<file path="config.mk">
export PLATFORM = sky130hd
export DESIGN_NAME = audio_frame_sequencer
export DESIGN_NICKNAME = d
export VERILOG_FILES = /design/src/sv/afs_pkg.sv /design/src/sv/audio_frame_sequencer.sv
export SDC_FILE = /design/constraint.sdc
export NUM_CORES = 1
export LEC_CHECK = 0
export BUFFER_PORTS_ARGS = -buffer_cell sky130_fd_sc_hd__buf_2
export CORE_AREA = 2 2 52 91
export CTS_CLUSTER_SIZE = 10
export DETAILED_ROUTE_END_ITERATION = 6
export DIE_AREA = 0 0 54 93
export GPL_TIMING_DRIVEN = 0
export PLACE_DENSITY_LB_ADDON = 0.3
export SYNTH_ARGS = -nofsm -noshare
export SYNTH_HDL_FRONTEND = slang
export SYNTH_SLANG_ARGS = --single-unit
</file>
<file path="constraint.sdc">
create_clock -name clk -period 3.23 [get_ports clk]
set_clock_uncertainty 0.15 [all_clocks]
set_input_delay 0 -clock clk [delete_from_list [all_inputs] [get_ports clk]]
set_output_delay 0 -clock clk [all_outputs]
set_load 0.02 [all_outputs]
</file>
<file path="src/sv/afs_pkg.sv">
package afs_pkg;

    typedef enum logic [1:0] {
        OP_TICK        = 2'd0,
        OP_WRITE_ENABLE = 2'd1,
        OP_WRITE_CTRL  = 2'd2,
        OP_READ_STATUS = 2'd3
    } op_t;

    localparam int unsigned IN_TDATA_W  = 16;
    localparam int unsigned OUT_TDATA_W = 24;

    localparam logic [2:0] STEPS_FOUR = 3'd4;
    localparam logic [2:0] STEPS_FIVE = 3'd5;
    localparam logic [2:0] STEP_LAST_QUARTER = 3'd3;

    // control byte bits
    localparam int unsigned CTRL_MODE_BIT    = 7;
    localparam int unsigned CTRL_INHIBIT_BIT = 6;
    // enable byte bit of the sample channel
    localparam int unsigned EN_DMC_BIT = 4;

    // result of one transaction
    typedef struct packed {
        logic       dmc_irq_ack;
        logic [4:0] channel_enables;
        logic [7:0] read_data;
        logic       irq_clear;
        logic       irq_raise;
        logic       half_frame;
        logic       quarter_frame;
    } result_t;

endpackage

</file>
<file path="src/sv/audio_frame_sequencer.sv">
// Frame sequencer and status register of a sound chip. Every input transaction is
// a tick (tuser = 0), an enable write (1), a control write (2) or a status read (3),
// and yields exactly one result transaction carrying the strobes, interrupt requests,
// status byte and latched channel enables. The block is a two-register pipeline:
// one transaction per clock is accepted while the output is not stalled; each accepted
// transaction passes from the input register into the result register, whose content is
// presented on the master side.
module audio_frame_sequencer (
    input  logic        clk,
    input  logic        rst_n,
    input  logic        s_axis_tvalid,
    output logic        s_axis_tready,
    // [7:0] data, [11:8] channel_active, [12] dmc_bytes_left, [13] dmc_irq_pending
    input  logic [15:0] s_axis_tdata,
    // [1:0] operation
    input  logic [1:0]  s_axis_tuser,
    output logic        m_axis_tvalid,
    input  logic        m_axis_tready,
    // [0] quarter_frame, [1] half_frame, [2] irq_raise, [3] irq_clear,
    // [11:4] read_data, [16:12] channel_enables, [17] dmc_irq_ack
    output logic [23:0] m_axis_tdata
);

    // input register
    logic        in_valid_reg;
    logic [1:0]  op_reg;
    logic [7:0]  data_reg;
    logic [3:0]  active_reg;
    logic        bytes_left_reg;
    logic        dmc_pend_reg;

    // result register
    logic                 out_valid_reg;
    afs_pkg::result_t     result_reg;
    afs_pkg::result_t     result_next;

    // sequencer state
    logic [2:0] step_reg;
    logic [2:0] step_next;
    logic       five_step_reg;
    logic       five_step_next;
    logic       inhibit_reg;
    logic       inhibit_next;
    logic       frame_flag_reg;
    logic       frame_flag_next;
    logic [4:0] enable_reg;
    logic [4:0] enable_next;

    logic       advance;
    logic [2:0] wrap;
    logic [2:0] cur_step;
    logic [2:0] inc_step;

    assign advance       = !out_valid_reg || m_axis_tready;
    assign s_axis_tready = !in_valid_reg || advance;

    assign wrap     = five_step_reg ? afs_pkg::STEPS_FIVE : afs_pkg::STEPS_FOUR;
    assign cur_step = (step_reg >= wrap) ? 3'd0 : step_reg;
    assign inc_step = cur_step + 3'd1;

    always_comb
    begin
        result_next     = '0;
        step_next       = step_reg;
        five_step_next  = five_step_reg;
        inhibit_next    = inhibit_reg;
        frame_flag_next = frame_flag_reg;
        enable_next     = enable_reg;

        unique case (afs_pkg::op_t'(op_reg))
            afs_pkg::OP_TICK:
            begin
                // step 4 of five-step mode is silent
                if (cur_step < afs_pkg::STEPS_FOUR)
                begin
                    result_next.quarter_frame = 1'b1;
                    result_next.half_frame    = cur_step[0];
                end
                if (!five_step_reg && cur_step == afs_pkg::STEP_LAST_QUARTER && !inhibit_reg)
                begin
                    frame_flag_next       = 1'b1;
                    result_next.irq_raise = 1'b1;
                end
                step_next = (inc_step >= wrap) ? 3'd0 : inc_step;
            end
            afs_pkg::OP_WRITE_ENABLE:
            begin
                enable_next             = data_reg[4:0];
                result_next.irq_clear   = !data_reg[afs_pkg::EN_DMC_BIT];
                result_next.dmc_irq_ack = 1'b1;
            end
            afs_pkg::OP_WRITE_CTRL:
            begin
                five_step_next = data_reg[afs_pkg::CTRL_MODE_BIT];
                inhibit_next   = data_reg[afs_pkg::CTRL_INHIBIT_BIT];
                if (data_reg[afs_pkg::CTRL_INHIBIT_BIT])
                begin
                    frame_flag_next       = 1'b0;
                    result_next.irq_clear = 1'b1;
                end
                if (data_reg == 8'd0)
                begin
                    frame_flag_next       = 1'b1;
                    result_next.irq_raise = 1'b1;
                end
                if (data_reg[afs_pkg::CTRL_MODE_BIT])
                begin
                    result_next.quarter_frame = 1'b1;
                    result_next.half_frame    = 1'b1;
                end
            end
            afs_pkg::OP_READ_STATUS:
            begin
                result_next.read_data = {dmc_pend_reg, frame_flag_reg, 1'b0,
                                         bytes_left_reg, active_reg};
                frame_flag_next       = 1'b0;
                result_next.irq_clear = 1'b1;
            end
            default:
            begin
                result_next = '0;
            end
        endcase

        result_next.channel_enables = enable_next;
    end

    always_ff @(posedge clk or negedge rst_n)
    begin
        if (!rst_n)
        begin
            in_valid_reg   <= 1'b0;
            out_valid_reg  <= 1'b0;
            step_reg       <= '0;
            five_step_reg  <= 1'b0;
            inhibit_reg    <= 1'b0;
            frame_flag_reg <= 1'b0;
            enable_reg     <= '0;
        end
        else
        begin
            if (s_axis_tready)
            begin
                in_valid_reg <= s_axis_tvalid;
            end
            if (advance)
            begin
                out_valid_reg <= in_valid_reg;
            end
            // state moves only when a transaction passes into the result register
            if (advance && in_valid_reg)
            begin
                step_reg       <= step_next;
                five_step_reg  <= five_step_next;
                inhibit_reg    <= inhibit_next;
                frame_flag_reg <= frame_flag_next;
                enable_reg     <= enable_next;
            end
        end
    end

    always_ff @(posedge clk)
    begin
        if (s_axis_tready && s_axis_tvalid)
        begin
            op_reg         <= s_axis_tuser;
            data_reg       <= s_axis_tdata[7:0];
            active_reg     <= s_axis_tdata[11:8];
            bytes_left_reg <= s_axis_tdata[12];
            dmc_pend_reg   <= s_axis_tdata[13];
        end
        if (advance && in_valid_reg)
        begin
            result_reg <= result_next;
        end
    end

    assign m_axis_tvalid = out_valid_reg;
    assign m_axis_tdata  = {6'd0, result_reg};

endmodule

</file>
==> qor.txt, run 1 <==
Ant diodes: 0
Largest net degree at the start of global routing: 18
Total global routing track utilization: 15.5%
Status: completed
CP required: 3310 ps
Endpoints failing hold: 0
Worst Setup End Kind: register
Lkg Pwr: 1.11 nW
P_int: 1.11 mW
CP Launch Type: register
Port Buffers: 38
Register area share after synthesis: 67.6%
Worst Hold Class: in -> reg
Synth warn: 0
I/O pin count: 48
Post-Syn Instances: 129
Most instantiated library cell after synthesis: edfxtp_1
Critical path peak fanout: 5
Clock slew at reported path FFs: 80 ps
Unique masters post-synth: 35
Final nets: 227
# setup viols final: 0
Worst-Skew Late Latency: 290 ps
Setup Total Neg Slack: 0 ps
P per Cell Area: 606 mW/mm^2
Via density: 4.92
Worst R2R Start: five_step_reg$_DFFE_PN0P_
Seq cells post-synth: 46
Hold buffers post-CTS: 21
Flop pwr share: 52.5%
Comb power frac: 24.9%
Rows: 32
Tightest Pin Transition: 701 ps
DRT Pass-1 Iters: 4
Critical path arrival: 2900 ps
Gr ovfl total: 0
Synth async-reset ratio: 28.3%
Max-slew violation count: 0
Drt initial violations: 22
Net Sw Power: 421 uW
Finished Core Util: 58.4%
Syn_area_per_cell: 15.1 sq um
Number of synthesized flops with an enable pin: 33
Fin crit share: 87.2%
Starting Density: 45.0%
Number of H-tree levels: 2
FF+latch area: 0.00132 sq mm
Worst Setup SP: five_step_reg$_DFFE_PN0P_
First-pass GRT wire length: 5.64 mm
Synthesized area: 0.00195 sq mm
Buffer depth of the longest clock path: 2
Post-CTS resize count: 0
Post-CTS setup repair buffer count: 0
Commonest cells post-synth: edfxtp_1, dfrtp_1, mux2_2, nor2_1
Core ar.: 0.00432 sq mm
Max_cap viols: 0
GPL Wtd Cong: 0.836
Max IR drop VDD: 421 uV
Antenna Violating Nets Remaining: 0
Multi-input gate area: 541 sq um
Dominant cell type by area after synthesis: edfxtp_1
Average wire per standard cell: 13.2 um
Synth top area share: 50.9%
Total vias in the final route: 1246
Die W: 54 um
RSZ-0062 raised after global routing: false
Clock root buffer: clkbuf_8
Final Power: 1.53 mW
Critical path class: reg -> reg
Slew HR: 53.3%
Die height: 93 um
Power share of the clock group: 22.6%
Area Overhead vs Synth: 29.7%
Final WL: 3.35 mm
Total die area: 0.00502 sq mm
Initial antenna violation count: 0
Vias in the first global route: 1323
Synth top area cells: edfxtp_1, dfrtp_1, mux2_2
Switching share of power: 27.5%
Hold Crit Start: s_axis_tuser[0]
Layout cells sized above 1: 35.6%
CTS sink cnt: 46
Period minus WS final: 2820 ps
# fillers: 349
CTS Buf Count: 5
Top_reg_cell synth: edfxtp_1
Post-route DRC: 0
CTS tree: yes
Largest register FFs: 17
F_max: 0.355 GHz
[worst paths after layout]
check	slack [ps]	end	depth (start not counted)
hold / removal	270	op_reg[0]$_DFFE_PP_	2
min in group asynchronous	650	enable_reg[3]$_DFFE_PN0P_	3
max in group asynchronous	1840	inhibit_reg$_DFFE_PN0P_	3
setup reg to reg	410	frame_flag_reg$_DFFE_PN0P_	9
hold reg to reg	370	enable_reg[3]$_DFFE_PN0P_	1
setup / recovery	410	frame_flag_reg$_DFFE_PN0P_	9
[cells by family (layout without fill, tap and decap cells)]
group / count (synthesis) / after routing / synth area share, %
flip-flops: 46 / 46 / 67.6
AND/OR/NAND/NOR: 37 / 37 / 11.6
buffers and inverters: 17 / 84 / 5.78
multiplexers: 15 / 15 / 9.51
AO/OA/AOI/OAI: 9 / 9 / 2.76
adder cells (fa/ha/maj): 4 / 4 / 2.57
other: 1 / 7 / 0.193
[power groups by stage]
stage               clock network, mW  registers (mW)  logic, mW
floorplan                           0           0.837      0.233
global placement                    0           0.805      0.332
detailed placement                  0           0.817      0.361
CTS                             0.356           0.803      0.383
global route                    0.384           0.813      0.426
finish                          0.345           0.804      0.381
[stage by stage]
step / area (sq um) / instances / setup slack [ps] / hold slack [ps]
floorplan: 1970 / 135 / 759 / -446
global placement: 2220 / 224 / 658 / -247
detailed placement: 2220 / 224 / 462 / -234
CTS: 2520 / 253 / 452 / 255
global route: 2520 / 253 / 330 / 270
finish: 2520 / 253 / 412 / 270
[metal layers]
metal	global-route usage [%]	part of all wire, %	up-vias	wire length [um]
met5	0	0	-	0
met4	8.33	2.1	0	71
met3	3.04	3.8	6	127
met2	27.5	59	32	1980
met1	16.0	35	605	1170
li1	-	-	603	-
[layout make-up]
type / instances / area share (%)
sequential: 46 / 52.1
multi-input combinational: 72 / 21.4
timing repair buffer: 59 / 15.9
buffer: 12 / 3.72
clock buffer: 7 / 3.42
tap: 51 / 2.53
inverter: 5 / 0.743
clock inverter: 1 / 0.198
[layout by cell type, fill, tap and decap left out, types with 2 or more instances in the layout]
cell type and count:
nand3_1 2, dfrtp_1 13, dlygate4sd3_1 21, buf_6 3, nor3_1 2, edfxtp_1 33, and3_1 7, inv_1 5
nor4_1 2, clkbuf_8 6, nand2_1 3, mux2_4 5, clkbuf_1 3, nor2_1 8, mux2i_1 2, buf_2 38
mux2_2 8, conb_1 7, o21ai_0 2, buf_4 7, a21oi_1 3, nand2b_1 2, ha_1 4
[critical path: stages, from the launching register on]
cell	delay, ps
dfrtp_1	450
ha_1	320
or3b_1	410
a21oi_1	270
ha_1	200
ha_1	150
nor4b_2	200
o211ai_1	160
or3_1	340
nand3_1	90
(Power assumes the default switching activity.)
==> run 2, diff against run 1 <==
Settings changed: PLACE_DENSITY from default to 0.75, PLACE_DENSITY_LB_ADDON 0.3 to default.
==> run 2 against run 1 <==
Net effect: routed wire length up 11%; non-clock buffer count unchanged; final cell count unchanged; count of clock-buffer cells in the layout down 1; clock power up 21%; final area up 0.74%; worst setup slack better by 48 ps; sequential power about the same; worst hold slack worse by 12 ps; global-route usage up 1.3 points; fmax up 1.7%; via count up 1.0%; critical endpoint unchanged; largest cell class unchanged.
==> qor.txt, run 2 (same netlist as run 1, synthesis figures left out) <==
Multi-input gate area: 541 sq um
Drt initial violations: 29
Placed Cells: 224
Starting Density: 45.0%
Initial antenna violation count: 0
CP required: 3320 ps
Place WS: 537 ps
CTS tree: yes
Final nets: 227
Average wire per standard cell: 14.7 um
Fin crit share: 85.7%
Antenna Violating Nets Remaining: 0
Vias in the first global route: 1366
Period minus WS final: 2770 ps
Total vias in the final route: 1259
FF+latch area: 0.00132 sq mm
Global routing usage on met3: 2.56%
Lkg Pwr: 1.11 nW
GRT busiest layer: met2
Clock slew at reported path FFs: 80 ps
Met2 usage: 32.3%
Largest register FFs: 17
Most frequent cells in the layout: buf_2, edfxtp_1, dlygate4sd3_1
Area Overhead vs Synth: 30.7%
Worst Setup End Kind: register
# setup viols final: 0
Tightest Pin Transition: 758 ps
Finished Core Util: 58.8%
I/O pin count: 48
Critical path arrival: 2860 ps
Via density: 4.98
Endpoints failing hold: 0
DRT Pass-1 Iters: 4
Commonest non-fill, non-tap cell in the layout: buf_2
Total global routing track utilization: 16.7%
Post-CTS resize count: 0
Gr ovfl total: 0
Core ar.: 0.00432 sq mm
Max IR drop VDD: 327 uV
Clock root buffer: clkbuf_8
Rows: 32
Critical path peak fanout: 5
Ant diodes: 0
Worst-Skew Late Latency: 290 ps
Critical path class: reg -> reg
Largest net degree at the start of global routing: 18
Finished Cell Area: 0.00254 sq mm
Setup ws final: 460 ps
Die W: 54 um
First-pass GRT wire length: 6.13 mm
Die height: 93 um
Max-slew violation count: 0
Post-CTS setup repair buffer count: 0
Layout cells sized above 1: 35.6%
CTS Buf Count: 5
P per Cell Area: 632 mW/mm^2
F_max: 0.361 GHz
Slew HR: 49.5%
DPL Wire Length: 2.76 mm
Final WL: 3.73 mm
# fillers: 347
Post-route DRC: 0
GPL Wtd Cong: 0.821
Port Buffers: 38
Total die area: 0.00502 sq mm
Number of H-tree levels: 2
Status: completed
Setup Total Neg Slack: 0 ps
Buffer depth of the longest clock path: 2
Post-Layout Cell Count: 253
Max_cap viols: 0
Placed cell area: 0.00222 sq mm
Worst Hold Class: in -> reg
CTS sink cnt: 46
CP Launch Type: register
GR Util met1: 16.2%
RSZ-0062 raised after global routing: false
## run 2: changes by cell type in the layout (fill, tap and decap cells not counted), sizes merged
| cell | previous run | this run |
|---|---|---|
| clkinvlp | 0 | 1 |
| clkbuf | 9 | 8 |
| clkinv | 1 | 0 |
| bufinv | 0 | 1 |
## run 2: critical path, stage by stage, from the launching register on
cell	delay [ps]
dfrtp_1	460
ha_1	330
or3b_1	370
a21oi_1	250
ha_1	200
ha_1	160
nor4b_2	190
o211ai_1	160
or3_1	350
nand3_1	90
## run 2: cell type report
type / count / area share, %
buffer: 12 / 3.69
timing repair buffer: 59 / 15.7
inverter: 5 / 0.738
clock buffer: 6 / 2.85
multi-input combinational: 72 / 21.2
tap: 51 / 2.51
sequential: 46 / 51.7
clock inverter: 2 / 1.48
## run 2: per-stage QoR
stage | power, mW | hold WS, ps
after floorplan | 1.07 | -446
after global placement | 1.13 | -247
after detailed placement | 1.18 | -241
after CTS | 1.61 | 255
after global routing | 1.69 | 262
final | 1.61 | 258
## run 2: final timing paths
kind                                           start                         end  slack (ps)  cells after the start
setup / recovery           five_step_reg$_DFFE_PN0P_  frame_flag_reg$_DFFE_PN0P_         460                      9
hold / removal                       s_axis_tdata[6]       data_reg[6]$_DFFE_PP_         260                      2
setup reg to reg           five_step_reg$_DFFE_PN0P_  frame_flag_reg$_DFFE_PN0P_         460                      9
hold reg to reg            enable_reg[0]$_DFFE_PN0P_   enable_reg[0]$_DFFE_PN0P_         380                      1
max in group asynchronous                      rst_n     step_reg[0]$_DFFE_PN0P_        1890                      3
min in group asynchronous                      rst_n   enable_reg[1]$_DFFE_PN0P_         630                      3
## run 2: what timing repair did
| action | CTS | global route |
|---|---|---|
| hold buffers | 21 | 0 |
| setup endpoints to repair | 0 | 0 |
| endpoints found under the hold margin | 31 | 0 |
## run 2: where the power goes
group | leakage, nW | internal (mW) | switching [mW]
clock | 0.0514 | 0.231 | 0.187
sequential | 0.475 | 0.749 | 0.0566
combinational | 0.582 | 0.187 | 0.196
total | 1.11 | 1.17 | 0.440
## run 2: per-layer routing
layer / part of all wire [%] / vias up
li1: - / 598
met1: 34 / 619
met2: 60 / 33
met3: 3.7 / 9
met4: 2.6 / 0
met5: 0 / -
==> run 3, diff against run 2 <==
Settings changed: CORE_AREA 2 2 52 91 to 2 2 56 98, DIE_AREA 0 0 54 93 to 0 0 58 100, PLACE_DENSITY 0.75 to 0.66.
Clock period 3.23 ns to 3.4 ns, I/O delays scaled along.
==> run 3 against run 2 <==
Net effect: clock power down 8.4%; via count shrank 3.6%; fmax grew 0.24%; combinational power down 7.8%; die area grew 15%; non-clock buffer count unchanged; register-to-register slack improved by 180 ps; flip-flop and latch count is the same; highest routed layer unchanged; worst setup slack improved by 180 ps; core utilization fell by 8.7 points; global-route usage down 4.5 points.
==> qor.txt, run 3 (same netlist as run 1, synthesis figures left out) <==
Port Buffers: 38
Largest net degree at the start of global routing: 18
DPL Wire Length: 2.31 mm
Antenna Violating Nets Remaining: 0
Layout cells sized above 1: 36.1%
Drt initial violations: 17
Critical path peak fanout: 5
Worst reg2reg endpoint: frame_flag_reg$_DFFE_PN0P_
Final WL: 3.32 mm
Die W: 58 um
WHS Endpoint: data_reg[6]$_DFFE_PP_
Max_cap viols: 0
Placed cell area: 0.00223 sq mm
Number of H-tree levels: 2
Fin crit share: 81.3%
Worst Setup End Kind: register
Total die area: 0.00580 sq mm
Via density: 4.72
Total vias in the final route: 1214
CP required: 3480 ps
Worst R2R Start: five_step_reg$_DFFE_PN0P_
Worst reg2reg setup slack: 640 ps
RSZ-0062 raised after global routing: false
Gr ovfl total: 0
Rows: 35
I/O pin count: 48
GPL Wtd Cong: 0.754
Clock root buffer: clkbuf_8
Largest register FFs: 17
Vias in the first global route: 1161
Length of routed met3 wiring: 127 um
Max IR drop VDD: 422 uV
F_max: 0.362 GHz
Period minus WS final: 2760 ps
Max-slew violation count: 0
Total global routing track utilization: 12.2%
CTS sink cnt: 46
Ant diodes: 0
Core ar.: 0.00508 sq mm
Initial antenna violation count: 0
Clock slew at reported path FFs: 80 ps
Setup Total Neg Slack: 0 ps
R2R cell count: 9
Critical path arrival: 2850 ps
Average wire per standard cell: 12.9 um
Status: completed
Met2 Wirelength: 1.95 mm
Most frequent cells in the layout: buf_2, edfxtp_1, dlygate4sd3_1
CTS Buf Count: 5
CP Launch Type: register
Post-Route M1 WL: 1.14 mm
Buffer depth of the longest clock path: 2
Starting Density: 38.3%
Worst-Skew Late Latency: 290 ps
DRT Pass-1 Iters: 5
Tightest Pin Transition: 710 ps
P per Cell Area: 588 mW/mm^2
Critical path class: reg -> reg
Slew HR: 52.7%
Hold Crit Start: s_axis_tdata[6]
Worst Hold Class: in -> reg
Top sig layer: met4
CTS tree: yes
# setup viols final: 0
Post-route DRC: 0
Final hold slack: 263 ps
Lkg Pwr: 1.11 nW
Final nets: 227
# fillers: 463
First-pass GRT wire length: 5.26 mm
Post-CTS resize count: 0
Die height: 100 um
Hold Path Cell Cnt: 2
Finished Cell Area: 0.00255 sq mm
Commonest non-fill, non-tap cell in the layout: buf_2
Endpoints failing hold: 0
Area Overhead vs Synth: 30.8%
-- run 3: where the power goes --
part	leakage (nW)	total [mW]	internal (mW)	switching, mW
Sequential	0.475	0.761	0.711	0.0493
Clock	0.0579	0.383	0.216	0.167
Combinational	0.582	0.353	0.177	0.177
Total	1.11	1.50	1.10	0.393
-- run 3: cell type report --
class	count	area (sq um)	share of cell area, %
clock inverters	3	40.0	1.57
well taps	55	68.8	2.70
clock buffers	5	68.8	2.70
inverters	5	18.8	0.737
repair buffers	59	400	15.7
plain buffers	12	93.8	3.68
multi-input cells	72	541	21.2
flip-flops and latches	46	1320	51.7
-- run 3: stage by stage --
| step | power, mW | instances | utilization [%] | setup slack, ps |
|---|---|---|---|---|
| CTS | 1.51 | 257 | 50.1 | 643 |
| global route | 1.58 | 257 | 50.1 | 483 |
| global placement | 1.09 | 228 | 43.9 | 719 |
| finish | 1.50 | 257 | 50.1 | 637 |
| floorplan | 1.02 | 135 | - | 929 |
| detailed placement | 1.11 | 228 | 43.9 | 656 |
-- run 3: critical path, stage by stage (launching register included) --
cell	delay (ps)
dfrtp_1	460
ha_1	310
or3b_1	380
a21oi_1	250
ha_1	200
ha_1	180
nor4b_2	190
o211ai_1	160
or3_1	340
nand3_1	90
-- run 3: repair_timing --
action | 4_1_cts | 5_1_grt
buffers inserted | 0 | 0
endpoints found under the hold margin | 31 | 0
hold buffers | 21 | 0
-- run 3: routing by layer --
layer	track usage, %	vias up
li1	-	599
met1	11.2	577
met2	23.3	30
met3	2.96	8
met4	6.80	0
met5	0	-
-- run 3: worst max-delay path by stage --
stage | from | end | slack, ps | cells after the start
6_report | five_step_reg$_DFFE_PN0P_ | frame_flag_reg$_DFFE_PN0P_ | 640 | 9
3_5_place_dp | five_step_reg$_DFFE_PN0P_ | frame_flag_reg$_DFFE_PN0P_ | 660 | 9
4_1_cts | five_step_reg$_DFFE_PN0P_ | frame_flag_reg$_DFFE_PN0P_ | 640 | 9
5_1_grt | five_step_reg$_DFFE_PN0P_ | frame_flag_reg$_DFFE_PN0P_ | 480 | 9
3_3_place_gp | five_step_reg$_DFFE_PN0P_ | frame_flag_reg$_DFFE_PN0P_ | 720 | 9
2_1_floorplan | five_step_reg$_DFFE_PN0P_ | frame_flag_reg$_DFFE_PN0P_ | 930 | 9
